### config.mk
export PLATFORM = sky130hd
export DESIGN_NAME = triangle_box_overlap_sat_core_flat
export DESIGN_NICKNAME = d
export VERILOG_FILES = /design/src/hw/rtl/tbo_pkg.sv /design/src/hw/rtl/tbo_ifs.sv /design/src/hw/rtl/triangle_box_overlap_sat_core.sv /design/src/hw/rtl/tbo_dp.sv /design/src/hw/rtl/tbo_seq.sv /design/src/flat_wrapper.sv
export SDC_FILE = /design/constraint.sdc
export NUM_CORES = 2
export LEC_CHECK = 0
export ABC_AREA = 1
export BUFFER_PORTS_ARGS = -buffer_cell sky130_fd_sc_hd__buf_2
export CAP_MARGIN = 20
export CELL_PAD_IN_SITES_DETAIL_PLACEMENT = 0
export CELL_PAD_IN_SITES_GLOBAL_PLACEMENT = 1
export CORE_AREA = 4 4 478 480
export CTS_CLUSTER_DIAMETER = 120
export DETAILED_ROUTE_END_ITERATION = 12
export DIE_AREA = 0 0 482 484
export GPL_ROUTABILITY_DRIVEN = 0
export PLACE_DENSITY_LB_ADDON = 0.2
export SYNTH_ARGS = -nofsm -noshare
export SYNTH_HDL_FRONTEND = slang
export SYNTH_HIERARCHICAL = 1
export SYNTH_SLANG_ARGS = --single-unit
### constraint.sdc
create_clock -name clk -period 27.3 [get_ports clk]
set_input_delay 0 -clock clk [delete_from_list [all_inputs] [get_ports clk]]
set_output_delay 0 -clock clk [all_outputs]
set_load 0.03 [all_outputs]
### src/hw/rtl/tbo_pkg.sv
// Shared types, codes and the micro-op table of the triangle/box overlap core.
package tbo_pkg;

  // operand A sources
  localparam logic [1:0] OPA_ONE = 2'd0;
  localparam logic [1:0] OPA_E   = 2'd1;
  localparam logic [1:0] OPA_NH  = 2'd2;
  localparam logic [1:0] OPA_NL  = 2'd3;

  // operand B sources
  localparam logic [1:0] OPB_H = 2'd0;
  localparam logic [1:0] OPB_D = 2'd1;
  localparam logic [1:0] OPB_E = 2'd2;

  // actions on the finished accumulator
  localparam logic [1:0] ACT_NONE = 2'd0;
  localparam logic [1:0] ACT_STR  = 2'd1;
  localparam logic [1:0] ACT_STN  = 2'd2;
  localparam logic [1:0] ACT_CMP  = 2'd3;

  localparam logic [3:0] AXIS_BND0 = 4'd9;
  localparam logic [3:0] AXIS_NRM  = 4'd12;

  typedef struct packed {
    logic       mac;
    logic       first;
    logic       sub;
    logic       absn;
    logic       shift;
    logic [1:0] a_sel;
    logic [1:0] a_v;
    logic [1:0] a_k;
    logic [1:0] b_sel;
    logic [1:0] b_v;
    logic [1:0] b_k;
    logic [1:0] act;
    logic       cmp_first;
    logic [1:0] st_k;
    logic       last;
  } uop_t;

  typedef struct packed {
    uop_t u;
    logic go;
  } ctrl_t;

  typedef struct packed {
    logic gt;
    logic lt;
  } cmp_t;

  // Micro-op for one step of one candidate axis.
  // Axes 0..8: edge crossed with box axis; 9..11: bounds; 12: plane.
  function automatic uop_t uop_at(input logic [3:0] axis, input logic [4:0] step);
    uop_t       u;
    logic [1:0] ei;
    logic [1:0] j;
    logic [1:0] k1;
    logic [1:0] k2;
    logic [1:0] kb;
    logic [1:0] vv;
    logic [1:0] nk;
    u  = '0;
    ei = (axis >= 4'd6) ? 2'd2 : ((axis >= 4'd3) ? 2'd1 : 2'd0);
    j  = 2'(axis - 4'({ei, 1'b0}) - 4'(ei));
    k1 = (j == 2'd2) ? 2'd0 : j + 2'd1;
    k2 = (j == 2'd0) ? 2'd2 : j - 2'd1;
    kb = 2'(axis - AXIS_BND0);
    vv = step[2:1] - 2'd1;
    nk = '0;
    if (axis < AXIS_BND0) begin
      u.a_sel = OPA_E;
      u.a_v   = ei;
      u.b_v   = vv;
      if (step == 5'd0) begin
        u.mac = 1'b1; u.first = 1'b1; u.absn = 1'b1;
        u.a_k = k2; u.b_sel = OPB_H; u.b_k = k1;
      end else if (step == 5'd1) begin
        u.mac = 1'b1; u.absn = 1'b1;
        u.a_k = k1; u.b_sel = OPB_H; u.b_k = k2;
      end else if (step == 5'd8) begin
        u.act = ACT_CMP; u.last = 1'b1;
      end else if (!step[0]) begin
        u.mac = 1'b1; u.first = 1'b1;
        u.a_k = k2; u.b_sel = OPB_D; u.b_k = k1;
        u.act = (step == 5'd2) ? ACT_STR : ACT_CMP;
        u.cmp_first = (step == 5'd4);
      end else begin
        u.mac = 1'b1; u.sub = 1'b1;
        u.a_k = k1; u.b_sel = OPB_D; u.b_k = k2;
      end
    end else if (axis < AXIS_NRM) begin
      u.a_sel = OPA_ONE;
      u.b_k   = kb;
      u.b_v   = 2'(step - 5'd1);
      if (step == 5'd0) begin
        u.mac = 1'b1; u.first = 1'b1; u.b_sel = OPB_H;
      end else if (step == 5'd4) begin
        u.act = ACT_CMP; u.last = 1'b1;
      end else begin
        u.mac = 1'b1; u.first = 1'b1; u.b_sel = OPB_D;
        u.act = (step == 5'd1) ? ACT_STR : ACT_CMP;
        u.cmp_first = (step == 5'd2);
      end
    end else begin
      if (step < 5'd6) begin
        // normal = e0 x (-e1), built one component at a time from two products
        u.a_sel = OPA_E; u.a_v = 2'd0;
        u.b_sel = OPB_E; u.b_v = 2'd1;
        u.mac   = 1'b1;
        u.first = !step[0];
        u.sub   = !step[0];
        u.act   = (step == 5'd2 || step == 5'd4) ? ACT_STN : ACT_NONE;
        u.st_k  = step[2:1] - 2'd1;
        unique case (step[2:0])
          3'd0:    begin u.a_k = 2'd1; u.b_k = 2'd2; end
          3'd1:    begin u.a_k = 2'd2; u.b_k = 2'd1; end
          3'd2:    begin u.a_k = 2'd2; u.b_k = 2'd0; end
          3'd3:    begin u.a_k = 2'd0; u.b_k = 2'd2; end
          3'd4:    begin u.a_k = 2'd0; u.b_k = 2'd1; end
          default: begin u.a_k = 2'd1; u.b_k = 2'd0; end
        endcase
      end else if (step < 5'd12) begin
        nk      = 2'((step - 5'd6) >> 1);
        u.mac   = 1'b1;
        u.absn  = 1'b1;
        u.first = (step == 5'd6);
        u.shift = !step[0];
        u.a_sel = step[0] ? OPA_NL : OPA_NH;
        u.a_k   = nk;
        u.b_sel = OPB_H;
        u.b_k   = nk;
        u.act   = (step == 5'd6) ? ACT_STN : ACT_NONE;
        u.st_k  = 2'd2;
      end else if (step < 5'd18) begin
        nk      = 2'((step - 5'd12) >> 1);
        u.mac   = 1'b1;
        u.first = (step == 5'd12);
        u.shift = !step[0];
        u.a_sel = step[0] ? OPA_NL : OPA_NH;
        u.a_k   = nk;
        u.b_sel = OPB_D;
        u.b_v   = 2'd0;
        u.b_k   = nk;
        u.act   = (step == 5'd12) ? ACT_STR : ACT_NONE;
      end else begin
        u.act = ACT_CMP; u.cmp_first = 1'b1; u.last = 1'b1;
      end
    end
    return u;
  endfunction

endpackage

### src/hw/rtl/tbo_ifs.sv
// Valid/ready channel interfaces for the input and result transactions.
interface tbo_in_if #(parameter int COORD_BITS = 20);
  logic                         valid;
  logic                         ready;
  logic                         action;
  logic [1:0]                   vertex_slot;
  logic signed [COORD_BITS-1:0] vertex_x;
  logic signed [COORD_BITS-1:0] vertex_y;
  logic signed [COORD_BITS-1:0] vertex_z;
  logic signed [COORD_BITS-1:0] box_centre_x;
  logic signed [COORD_BITS-1:0] box_centre_y;
  logic signed [COORD_BITS-1:0] box_centre_z;
  logic [COORD_BITS-2:0]        box_half_x;
  logic [COORD_BITS-2:0]        box_half_y;
  logic [COORD_BITS-2:0]        box_half_z;
  modport source (output valid, action, vertex_slot, vertex_x, vertex_y, vertex_z,
                  box_centre_x, box_centre_y, box_centre_z,
                  box_half_x, box_half_y, box_half_z, input ready);
  modport sink (input valid, action, vertex_slot, vertex_x, vertex_y, vertex_z,
                box_centre_x, box_centre_y, box_centre_z,
                box_half_x, box_half_y, box_half_z, output ready);
endinterface

interface tbo_out_if;
  logic valid;
  logic ready;
  logic overlaps;
  modport source (output valid, overlaps, input ready);
  modport sink (input valid, overlaps, output ready);
endinterface

### src/hw/rtl/triangle_box_overlap_sat_core.sv
// A box test walks the axes in turn: the edge axes, the bounds axes, then the plane.
// A separating axis ends the test early.
// Throughput: one box test at a time, set by the single shared multiply-accumulate unit.
// A vertex load gives no result; a new transaction is taken while
// a result waits. Synchronous active-low reset clears the triangle to zero and empties
// the result register.
module triangle_box_overlap_sat_core #(
  parameter int COORD_BITS = 20
) (
  input logic     clk,
  input logic     rst_n,
  tbo_in_if.sink  in_ch,
  tbo_out_if.source out_ch
);
  // Shared unit: each edge or bounds axis builds its projected radius first, then the
  // projection of every vertex, one product per cycle into a wide accumulator. Edge
  // axes are the triangle edges crossed with x, y and z; a zero axis gives zero
  // radius and zero projections, so it can never separate. Bounds axes reuse the path
  // with a unit operand. The plane axis builds its normal into three registers, fed
  // to the multiplier in high and low halves, then radius and one vertex projection.

  logic           accept;
  logic           ld_en;
  logic           box_en;
  logic           seq_ready;
  tbo_pkg::ctrl_t ctrl;
  tbo_pkg::cmp_t  cmp;

  assign accept = in_ch.valid & seq_ready;
  // drop loads aimed at the unused vertex slot
  assign ld_en  = accept & !in_ch.action & (in_ch.vertex_slot != 2'd3);
  assign box_en = accept & in_ch.action;
  assign in_ch.ready = seq_ready;

  tbo_dp #(
    .COORD_BITS (COORD_BITS)
  ) u_dp (
    .clk     (clk),
    .rst_n   (rst_n),
    .ld_en   (ld_en),
    .ld_slot (in_ch.vertex_slot),
    .ld_x    (in_ch.vertex_x),
    .ld_y    (in_ch.vertex_y),
    .ld_z    (in_ch.vertex_z),
    .box_en  (box_en),
    .box_cx  (in_ch.box_centre_x),
    .box_cy  (in_ch.box_centre_y),
    .box_cz  (in_ch.box_centre_z),
    .box_hx  (in_ch.box_half_x),
    .box_hy  (in_ch.box_half_y),
    .box_hz  (in_ch.box_half_z),
    .ctrl    (ctrl),
    .cmp     (cmp)
  );

  // Sequencer: advance axis by axis, hold on the last step if the result is unread
  tbo_seq u_seq (
    .clk          (clk),
    .rst_n        (rst_n),
    .test_go      (box_en),
    .in_ready     (seq_ready),
    .cmp          (cmp),
    .ctrl         (ctrl),
    .out_valid    (out_ch.valid),
    .out_ready    (out_ch.ready),
    .out_overlaps (out_ch.overlaps)
  );

endmodule

### src/hw/rtl/tbo_dp.sv
// Datapath: triangle and box store, operand select, shared multiply-accumulate, compare.
module tbo_dp #(
  parameter int COORD_BITS = 20
) (
  input  logic                         clk,
  input  logic                         rst_n,
  input  logic                         ld_en,
  input  logic [1:0]                   ld_slot,
  input  logic signed [COORD_BITS-1:0] ld_x,
  input  logic signed [COORD_BITS-1:0] ld_y,
  input  logic signed [COORD_BITS-1:0] ld_z,
  input  logic                         box_en,
  input  logic signed [COORD_BITS-1:0] box_cx,
  input  logic signed [COORD_BITS-1:0] box_cy,
  input  logic signed [COORD_BITS-1:0] box_cz,
  input  logic [COORD_BITS-2:0]        box_hx,
  input  logic [COORD_BITS-2:0]        box_hy,
  input  logic [COORD_BITS-2:0]        box_hz,
  input  tbo_pkg::ctrl_t               ctrl,
  output tbo_pkg::cmp_t                cmp
);
  localparam int CW = COORD_BITS;
  localparam int MW = CW + 2;
  localparam int SH = CW + 1;
  localparam int NW = 2 * CW + 3;
  localparam int AW = 3 * CW + 5;
  localparam int PW = 2 * MW;

  logic signed [CW-1:0] tri_r [3][3];
  logic signed [CW-1:0] ctr_r [3];
  logic [CW-2:0]        hlf_r [3];
  logic signed [NW-1:0] nrm_r [3];
  logic signed [AW-1:0] acc_r;
  logic signed [AW-1:0] rad_r;
  logic signed [AW-1:0] acc_nxt;

  logic signed [CW:0]   e_w [3][3];
  logic signed [CW:0]   d_w [3][3];
  logic signed [MW-1:0] opa;
  logic signed [MW-1:0] opb;
  logic                 a_neg;
  logic signed [PW-1:0] prod;
  logic signed [AW-1:0] pext;
  logic signed [AW-1:0] psh;
  logic signed [AW-1:0] term;
  logic signed [AW-1:0] base;
  tbo_pkg::uop_t        u;

  assign u = ctrl.u;

  // edges v[i+1]-v[i] and offsets v[i]-centre, each at a fixed place
  always_comb begin
    for (int i = 0; i < 3; i++) begin
      for (int k = 0; k < 3; k++) begin
        e_w[i][k] = $signed({tri_r[(i == 2) ? 0 : i + 1][k][CW-1],
                             tri_r[(i == 2) ? 0 : i + 1][k]})
                  - $signed({tri_r[i][k][CW-1], tri_r[i][k]});
        d_w[i][k] = $signed({tri_r[i][k][CW-1], tri_r[i][k]})
                  - $signed({ctr_r[k][CW-1], ctr_r[k]});
      end
    end
  end

  always_comb begin
    unique case (u.a_sel)
      tbo_pkg::OPA_ONE: begin
        opa   = $signed({{(MW-1){1'b0}}, 1'b1});
        a_neg = 1'b0;
      end
      tbo_pkg::OPA_E: begin
        opa   = $signed({e_w[u.a_v][u.a_k][CW], e_w[u.a_v][u.a_k]});
        a_neg = e_w[u.a_v][u.a_k][CW];
      end
      tbo_pkg::OPA_NH: begin
        opa   = $signed(nrm_r[u.a_k][NW-1:SH]);
        a_neg = nrm_r[u.a_k][NW-1];
      end
      default: begin
        opa   = $signed({1'b0, nrm_r[u.a_k][SH-1:0]});
        a_neg = nrm_r[u.a_k][NW-1];
      end
    endcase
    unique case (u.b_sel)
      tbo_pkg::OPB_H: opb = $signed({3'b000, hlf_r[u.b_k]});
      tbo_pkg::OPB_D: opb = $signed({d_w[u.b_v][u.b_k][CW], d_w[u.b_v][u.b_k]});
      tbo_pkg::OPB_E: opb = $signed({e_w[u.b_v][u.b_k][CW], e_w[u.b_v][u.b_k]});
      default:        opb = '0;
    endcase
  end

  // shared multiply-accumulate; high half of the normal is weighted by 2^SH
  always_comb begin
    prod    = opa * opb;
    pext    = $signed({{(AW-PW){prod[PW-1]}}, prod});
    psh     = u.shift ? (pext <<< SH) : pext;
    term    = (u.sub ^ (u.absn & a_neg)) ? -psh : psh;
    base    = u.first ? '0 : acc_r;
    acc_nxt = base + term;
  end

  assign cmp.gt = (acc_r > rad_r);
  assign cmp.lt = (acc_r < -rad_r);

  always_ff @(posedge clk) begin
    if (!rst_n) begin
      for (int i = 0; i < 3; i++) begin
        for (int k = 0; k < 3; k++) begin
          tri_r[i][k] <= '0;
        end
      end
    end else if (ld_en) begin
      tri_r[ld_slot][0] <= ld_x;
      tri_r[ld_slot][1] <= ld_y;
      tri_r[ld_slot][2] <= ld_z;
    end
  end

  always_ff @(posedge clk) begin
    if (box_en) begin
      ctr_r[0] <= box_cx;
      ctr_r[1] <= box_cy;
      ctr_r[2] <= box_cz;
      hlf_r[0] <= box_hx;
      hlf_r[1] <= box_hy;
      hlf_r[2] <= box_hz;
    end
    if (ctrl.go && u.mac) begin
      acc_r <= acc_nxt;
    end
    if (ctrl.go && u.act == tbo_pkg::ACT_STR) begin
      rad_r <= acc_r;
    end
    if (ctrl.go && u.act == tbo_pkg::ACT_STN) begin
      nrm_r[u.st_k] <= acc_r[NW-1:0];
    end
  end

endmodule

### src/hw/rtl/tbo_seq.sv
// Sequencer: walks axes and steps, folds compare flags, holds the result register.
module tbo_seq (
  input  logic           clk,
  input  logic           rst_n,
  input  logic           test_go,
  output logic           in_ready,
  input  tbo_pkg::cmp_t  cmp,
  output tbo_pkg::ctrl_t ctrl,
  output logic           out_valid,
  input  logic           out_ready,
  output logic           out_overlaps
);
  localparam logic ST_IDLE = 1'b0;
  localparam logic ST_RUN  = 1'b1;

  logic          state_r;
  logic [3:0]    axis_r;
  logic [4:0]    step_r;
  logic          gt_r;
  logic          lt_r;
  logic          ov_r;
  logic          res_r;
  tbo_pkg::uop_t u;
  logic          run;
  logic          gt_now;
  logic          lt_now;
  logic          sep;
  logic          finish;
  logic          go;

  always_comb begin
    u      = tbo_pkg::uop_at(axis_r, step_r);
    run    = (state_r == ST_RUN);
    gt_now = (u.cmp_first | gt_r) & cmp.gt;
    lt_now = (u.cmp_first | lt_r) & cmp.lt;
    sep    = gt_now | lt_now;
    finish = run & u.last & (sep | (axis_r == tbo_pkg::AXIS_NRM));
    // hold on the final step while the result register is full and not being read
    go     = run & !(finish & ov_r & !out_ready);
  end

  assign ctrl.u       = u;
  assign ctrl.go      = go;
  assign in_ready     = (state_r == ST_IDLE);
  assign out_valid    = ov_r;
  assign out_overlaps = res_r;

  always_ff @(posedge clk) begin
    if (!rst_n) begin
      state_r <= ST_IDLE;
      axis_r  <= '0;
      step_r  <= '0;
      gt_r    <= 1'b0;
      lt_r    <= 1'b0;
      ov_r    <= 1'b0;
    end else begin
      unique case (state_r)
        ST_IDLE: begin
          if (test_go) begin
            state_r <= ST_RUN;
            axis_r  <= '0;
            step_r  <= '0;
          end
        end
        default: begin
          if (go) begin
            if (finish) begin
              state_r <= ST_IDLE;
            end else if (u.last) begin
              axis_r <= axis_r + 4'd1;
              step_r <= '0;
            end else begin
              step_r <= step_r + 5'd1;
            end
            if (u.act == tbo_pkg::ACT_CMP) begin
              gt_r <= gt_now;
              lt_r <= lt_now;
            end
          end
        end
      endcase
      if (go && finish) begin
        ov_r <= 1'b1;
      end else if (out_ready) begin
        ov_r <= 1'b0;
      end
    end
  end

  always_ff @(posedge clk) begin
    if (go && finish) begin
      res_r <= !sep;
    end
  end

endmodule

### src/flat_wrapper.sv
// flat-port wrapper written by rule: the top's interface ports become plain ports
module triangle_box_overlap_sat_core_flat 
#(
  parameter int COORD_BITS = 20
)
  (clk, rst_n, in_ch_valid, in_ch_action, in_ch_vertex_slot, in_ch_vertex_x, in_ch_vertex_y, in_ch_vertex_z, in_ch_box_centre_x, in_ch_box_centre_y, in_ch_box_centre_z, in_ch_box_half_x, in_ch_box_half_y, in_ch_box_half_z, in_ch_ready, out_ch_valid, out_ch_overlaps, out_ch_ready);
  tbo_in_if #(.COORD_BITS(COORD_BITS)) in_ch_i ();
  tbo_out_if out_ch_i ();
  input logic clk;
  input logic rst_n;
  input wire logic [$bits(in_ch_i.valid)-1:0] in_ch_valid;
  input wire logic [$bits(in_ch_i.action)-1:0] in_ch_action;
  input wire logic [$bits(in_ch_i.vertex_slot)-1:0] in_ch_vertex_slot;
  input wire logic [$bits(in_ch_i.vertex_x)-1:0] in_ch_vertex_x;
  input wire logic [$bits(in_ch_i.vertex_y)-1:0] in_ch_vertex_y;
  input wire logic [$bits(in_ch_i.vertex_z)-1:0] in_ch_vertex_z;
  input wire logic [$bits(in_ch_i.box_centre_x)-1:0] in_ch_box_centre_x;
  input wire logic [$bits(in_ch_i.box_centre_y)-1:0] in_ch_box_centre_y;
  input wire logic [$bits(in_ch_i.box_centre_z)-1:0] in_ch_box_centre_z;
  input wire logic [$bits(in_ch_i.box_half_x)-1:0] in_ch_box_half_x;
  input wire logic [$bits(in_ch_i.box_half_y)-1:0] in_ch_box_half_y;
  input wire logic [$bits(in_ch_i.box_half_z)-1:0] in_ch_box_half_z;
  output wire logic [$bits(in_ch_i.ready)-1:0] in_ch_ready;
  output wire logic [$bits(out_ch_i.valid)-1:0] out_ch_valid;
  output wire logic [$bits(out_ch_i.overlaps)-1:0] out_ch_overlaps;
  input wire logic [$bits(out_ch_i.ready)-1:0] out_ch_ready;
  assign in_ch_i.valid = in_ch_valid;
  assign in_ch_i.action = in_ch_action;
  assign in_ch_i.vertex_slot = in_ch_vertex_slot;
  assign in_ch_i.vertex_x = in_ch_vertex_x;
  assign in_ch_i.vertex_y = in_ch_vertex_y;
  assign in_ch_i.vertex_z = in_ch_vertex_z;
  assign in_ch_i.box_centre_x = in_ch_box_centre_x;
  assign in_ch_i.box_centre_y = in_ch_box_centre_y;
  assign in_ch_i.box_centre_z = in_ch_box_centre_z;
  assign in_ch_i.box_half_x = in_ch_box_half_x;
  assign in_ch_i.box_half_y = in_ch_box_half_y;
  assign in_ch_i.box_half_z = in_ch_box_half_z;
  assign in_ch_ready = in_ch_i.ready;
  assign out_ch_valid = out_ch_i.valid;
  assign out_ch_overlaps = out_ch_i.overlaps;
  assign out_ch_i.ready = out_ch_ready;
  triangle_box_overlap_sat_core #(.COORD_BITS(COORD_BITS)) u_core (.clk(clk), .rst_n(rst_n), .in_ch(in_ch_i), .out_ch(out_ch_i));
endmodule
Yosys cells after proc, flatten, opt, wreduce, memory -nomap -nowiden
Memory sizes are Yosys's and may differ from the RTL's.
Index checks and enable logic that the tools add are counted.

storage, ports and cells
  bits in registers = 144
  bits in writable memories = 426
  input port bits = 184
  output and inout bits = 3
  word-level logic and storage cells = 257
  memories kept = 4

memories
  name               depth  bits a word  read ports  clocked after Yosys merged registers in  write ports  line          text
  u_core.u_dp.tri_r  3      60           3           0                                        3            tbo_dp.sv:29  logic signed [CW-1:0] tri_r [3][3];
  u_core.u_dp.nrm_r  3      43           1           0                                        1            tbo_dp.sv:32  logic signed [NW-1:0] nrm_r [3];
  u_core.u_dp.ctr_r  3      20           3           0                                        3            tbo_dp.sv:30  logic signed [CW-1:0] ctr_r [3];
  u_core.u_dp.hlf_r  3      19           1           0                                        3            tbo_dp.sv:31  logic [CW-2:0] hlf_r [3];

cells by class
  add/sub/neg operators = 32
  multiply operators = 1
  magnitude comparators = 13
  equal/unequal tests = 23
  mux-type cells = 128
  bitwise logic cells = 22
  reduce and logical (&&, ||, !) cells = 25

operators with widths
  kind                number
  $bmux 63 s2         3
  $mux 63             6
  $sub 20x20->21      18
  $pmux 22 s3         2
  $mux 65             2
  $neg 65->65         2
  $bmux 21 s2         3
  $mux 21             6
  $add 65x65->65      1
  $gt 65x65->1        1
  $lt 65x65->1        1
  $mux 2              32
  $mux 64             1
  $mux 60             1
  $reduce_or 60->1    1
  $mux 4              12
  $mul 22x22->44      1
  $mux 1              40
  $mux 5              5
  $mux 3              8
  $mux 15             1
  $and 1x1->1         12
  $ge 3x3->1 const B  4
  $not 2->3           4
  42 further kinds    77

Depth between registers and ports, before layout
  word-level depth = 25
  depth in mapped cells = 76
  mapped depth without buffers = 73

Modules after synthesis
The synthesis kept the hierarchy.

modules (own cells, without submodules)
  module                         times used  cells an instance  area an instance (um2)
  tbo_dp                         1           10,644             76,518.4
  tbo_seq                        1           254                1,622.8
  triangle_box_overlap_sat_core  1           6                  25.0

Worst setup path after synthesis
Ideal clock, no wire load.

  path type = reg-to-reg
  from = reg u_core.u_seq.axis_r[1]
  to = reg u_core.u_dp.acc_r[57], data pin
  arrival time = 11,404 ps
  slack = 15,636 ps
  cell stages (with the launch flop) = 61
  buffers on the path = 4
  path through = dfxtp_1 ha_1 nor2_1 inv_1 nor2_1 nor2_1 ha_1 xnor2_1 xor2_1 inv_1 ha_1 inv_1 o221ai_1 inv_1 clkbuf_1 clkbuf_1 clkbuf_1 nand2_1 (+25 left out) nor2_1 nand2_1 nor2_1 nand3_1 xor2_1 nand2_1 nand2_1 ha_1 nand2_1 nor2_1 inv_1 nor4_1 nand3_1 nand3_1 nand4_1 o211ai_1 a21oi_1 xnor2_1

RTL lines
  element                 line           text
  from (decl)             tbo_seq.sv:17  logic [3:0] axis_r;
  from (signal assigned)  tbo_seq.sv:70  axis_r <= axis_r + 4'd1;
  to (signal assigned)    tbo_dp.sv:128  acc_r <= acc_nxt;
  to (decl)               tbo_dp.sv:33   logic signed [AW-1:0] acc_r;

==> summary.md <==
| Metric | Value |
|---|---|
| FILL cells | `23600` |
| CP Launch Type | `register` |
| Nature of the critical path endpoint | `register` |
| Worst Setup SP | `u_core/u_seq/step_r[0]` |
| Post-place instance area | `0.0826 mm²` |
| Drt pass-1 iters | `6` |
| FP Rows | `174` |
| Syn Inst Count | `10900` |
| Syn avg cell area | `7.17 µm²` |
| Layout cells sized above 1 | `0.0625` |
| Minimum clock period | `16880 ps` |
| Slew headroom | `0.222` |
| Final period utilization | `0.618` |
| CTS root buf | `clkbuf_16` |
| Required @ worst endpoint | `27760 ps` |
| Final net count | `12700` |
| Total CTS buffers | `75` |
| # port buffers | `186` |
| GRT Total Usage | `0.277` |
| WHS Path Cells | `2` |
| Worst Clk Skew | `61.9 ps` |
| Average vias per placed instance | `5.32` |
| Crit Path Class | `reg -> reg` |
| Grt ovf | `0` |
| Synthesis-to-layout area growth | `12.8%` |
| Diodes inserted | `0` |
| Multi-input logic area | `0.0532 mm²` |
| Placed insts | `13900` |
| Reg-to-Reg Start | `u_core/u_seq/step_r[0]` |
| Clock Sinks | `570` |
| Crit Path Max Fanout | `44` |
| Reg2reg path depth | `62` |
| Worst-path clk slew | `60 ps` |
| First-pass GRT wire length | `486000 µm` |
| Final non-filler cell total | `14300` |
| CTS tree | `built` |
| Setup-failing EPs final | `0` |
| Slowest CP cell | `clkinv_1` |
| Pin count of the biggest net entering global routing | `83` |
| Latest clock arrival within the worst-skew pair | `760 ps` |
| Core area | `0.224 mm²` |
| Die Area | `0.233 mm²` |
| R2R Setup Slk | `10420 ps` |
| Mapped Area | `0.0782 mm²` |
| HPWL after detailed placement | `270000 µm` |
| Iter 0 DRT Violations | `6941` |
| Starting Density | `0.349` |
| Vias in the first global route | `75100` |
| Final Hold Fails | `0` |
| Maxcap violations | `0` |
| Routed WL | `331000 µm` |
| Syn nets | `12300` |
| Clock buffer depth | `3` |
| Width of the die | `482 µm` |
| Synth warn | `6` |
| Register area | `0.0170 mm²` |
| HP Start | `in_ch_box_half_x[18]` |
| Fmax | `59.2 MHz` |
| RSZ-0062 raised after global routing | `no` |
| Routed vias | `76300` |
| Crit path top cell by count | `nand2_1` |
| Status | `finished, final reports clean` |
| Worst R2R End | `u_core/u_dp/acc_r[58]` |
| Post-CTS Setup Inserts | `0` |
| Slew @ Worst Pin | `1160 ps` |
| Final hold slack | `36.6 ps` |
| Initial antenna violation count | `5` |
| Chip height | `484 µm` |
| Setup TNS | `0 ps` |
| Final non-filler cell area | `0.0882 mm²` |
| Wire length per cell | `23.1 µm` |
| I/O Pins | `187` |
| Crit-path max cell delay | `930 ps` |
| Max Transition Viols Final | `0` |
| Routed Antenna Nets | `0` |
| WP data arrival | `17340 ps` |
| Hold Crit Class | `in -> reg` |
| H-tree Lvls | `3` |
| Hold Crit Endpoint | `u_core/u_dp/hlf_r[0][18]` |
| DRC violations left | `0` |
==> registers in the layout (all words and copies together) (netlist names) <==
name	count
u_core/u_dp/rad_r	65
u_core/u_seq/lt_r	1
u_core/u_dp/tri_r	180
u_core/u_dp/acc_r	65
u_core/u_seq/out_overlaps	1
u_core/u_seq/step_r	5
u_core/u_seq/out_valid	1
u_core/u_dp/ctr_r	60
u_core/u_seq/run	1
u_core/u_dp/nrm_r	129
u_core/u_seq/gt_r	1
u_core/u_seq/axis_r	4
u_core/u_dp/hlf_r	57
==> stage by stage <==
step | util | setup slack, ps
6_report | 0.393 | 10420
5_1_grt | 0.393 | 9670
4_1_cts | 0.393 | 10700
3_5_place_dp | 0.368 | 10750
3_3_place_gp | 0.368 | 10630
2_1_floorplan | - | 15640
==> cell type report <==
type                       count  share of cell area
clock buffer                  83              0.0216
timing repair buffer         591              0.0539
inverter                    1849              0.0788
tap                         2992              0.0425
multi-input combinational   8218               0.603
sequential                   570               0.193
clock inverter                45             0.00709
==> worst max-delay path, delay by kind of cell (launching register included) <==
kind            cells  cell delay, ps
simple gates       29            4820
fa+ha+maj          10            4960
compound gates      7            1870
flops               1             660
buf+inv            14            3890
xor+xnor            2             320
==> repair_timing <==
| action | in CTS | in global routing |
|---|---|---|
| gates resized for setup | 0 | 0 |
| hold buffers | 304 | 0 |
| endpoints found under the hold margin | 338 | 0 |
==> cell usage in the layout (no fill, tap or decap), drive strengths merged, types with 56 or more instances in the layout <==
cell type and n:
a21o 56, a21oi 785, buf 287, clkbuf 83, dlygate4sd3 304, edfxtp 557, fa 521, ha 704
inv 1836, nand2 2666, nand3 783, nand4 182, nor2 1137, nor3 104, nor4 63, o21ai 434
o21bai 58, xnor2 65, xor2 225
==> worst max-delay path by stage <==
stage	cells past startpoint	slack, ps	to
3_3_place_gp	62	10630	u_core/u_dp/acc_r[58]
6_report	62	10420	u_core/u_dp/acc_r[58]
3_5_place_dp	62	10750	u_core/u_dp/acc_r[58]
5_1_grt	62	9670	u_core/u_dp/acc_r[58]
4_1_cts	62	10700	u_core/u_dp/acc_r[58]
2_1_floorplan	60	15640	u_core/u_dp/acc_r[57]
==> layer usage <==
layer | GRT usage | vias up | part of all wire
met5 | 0 | - | 0.000079
met4 | 0.121 | 4 | 0.052
met3 | 0.0338 | 518 | 0.062
met2 | 0.452 | 2796 | 0.46
met1 | 0.367 | 36600 | 0.43
li1 | - | 36400 | -
Power is left out: the tool's default activity adds up to more than one toggle a clock period on the data nets, which glitch-free logic cannot reach.
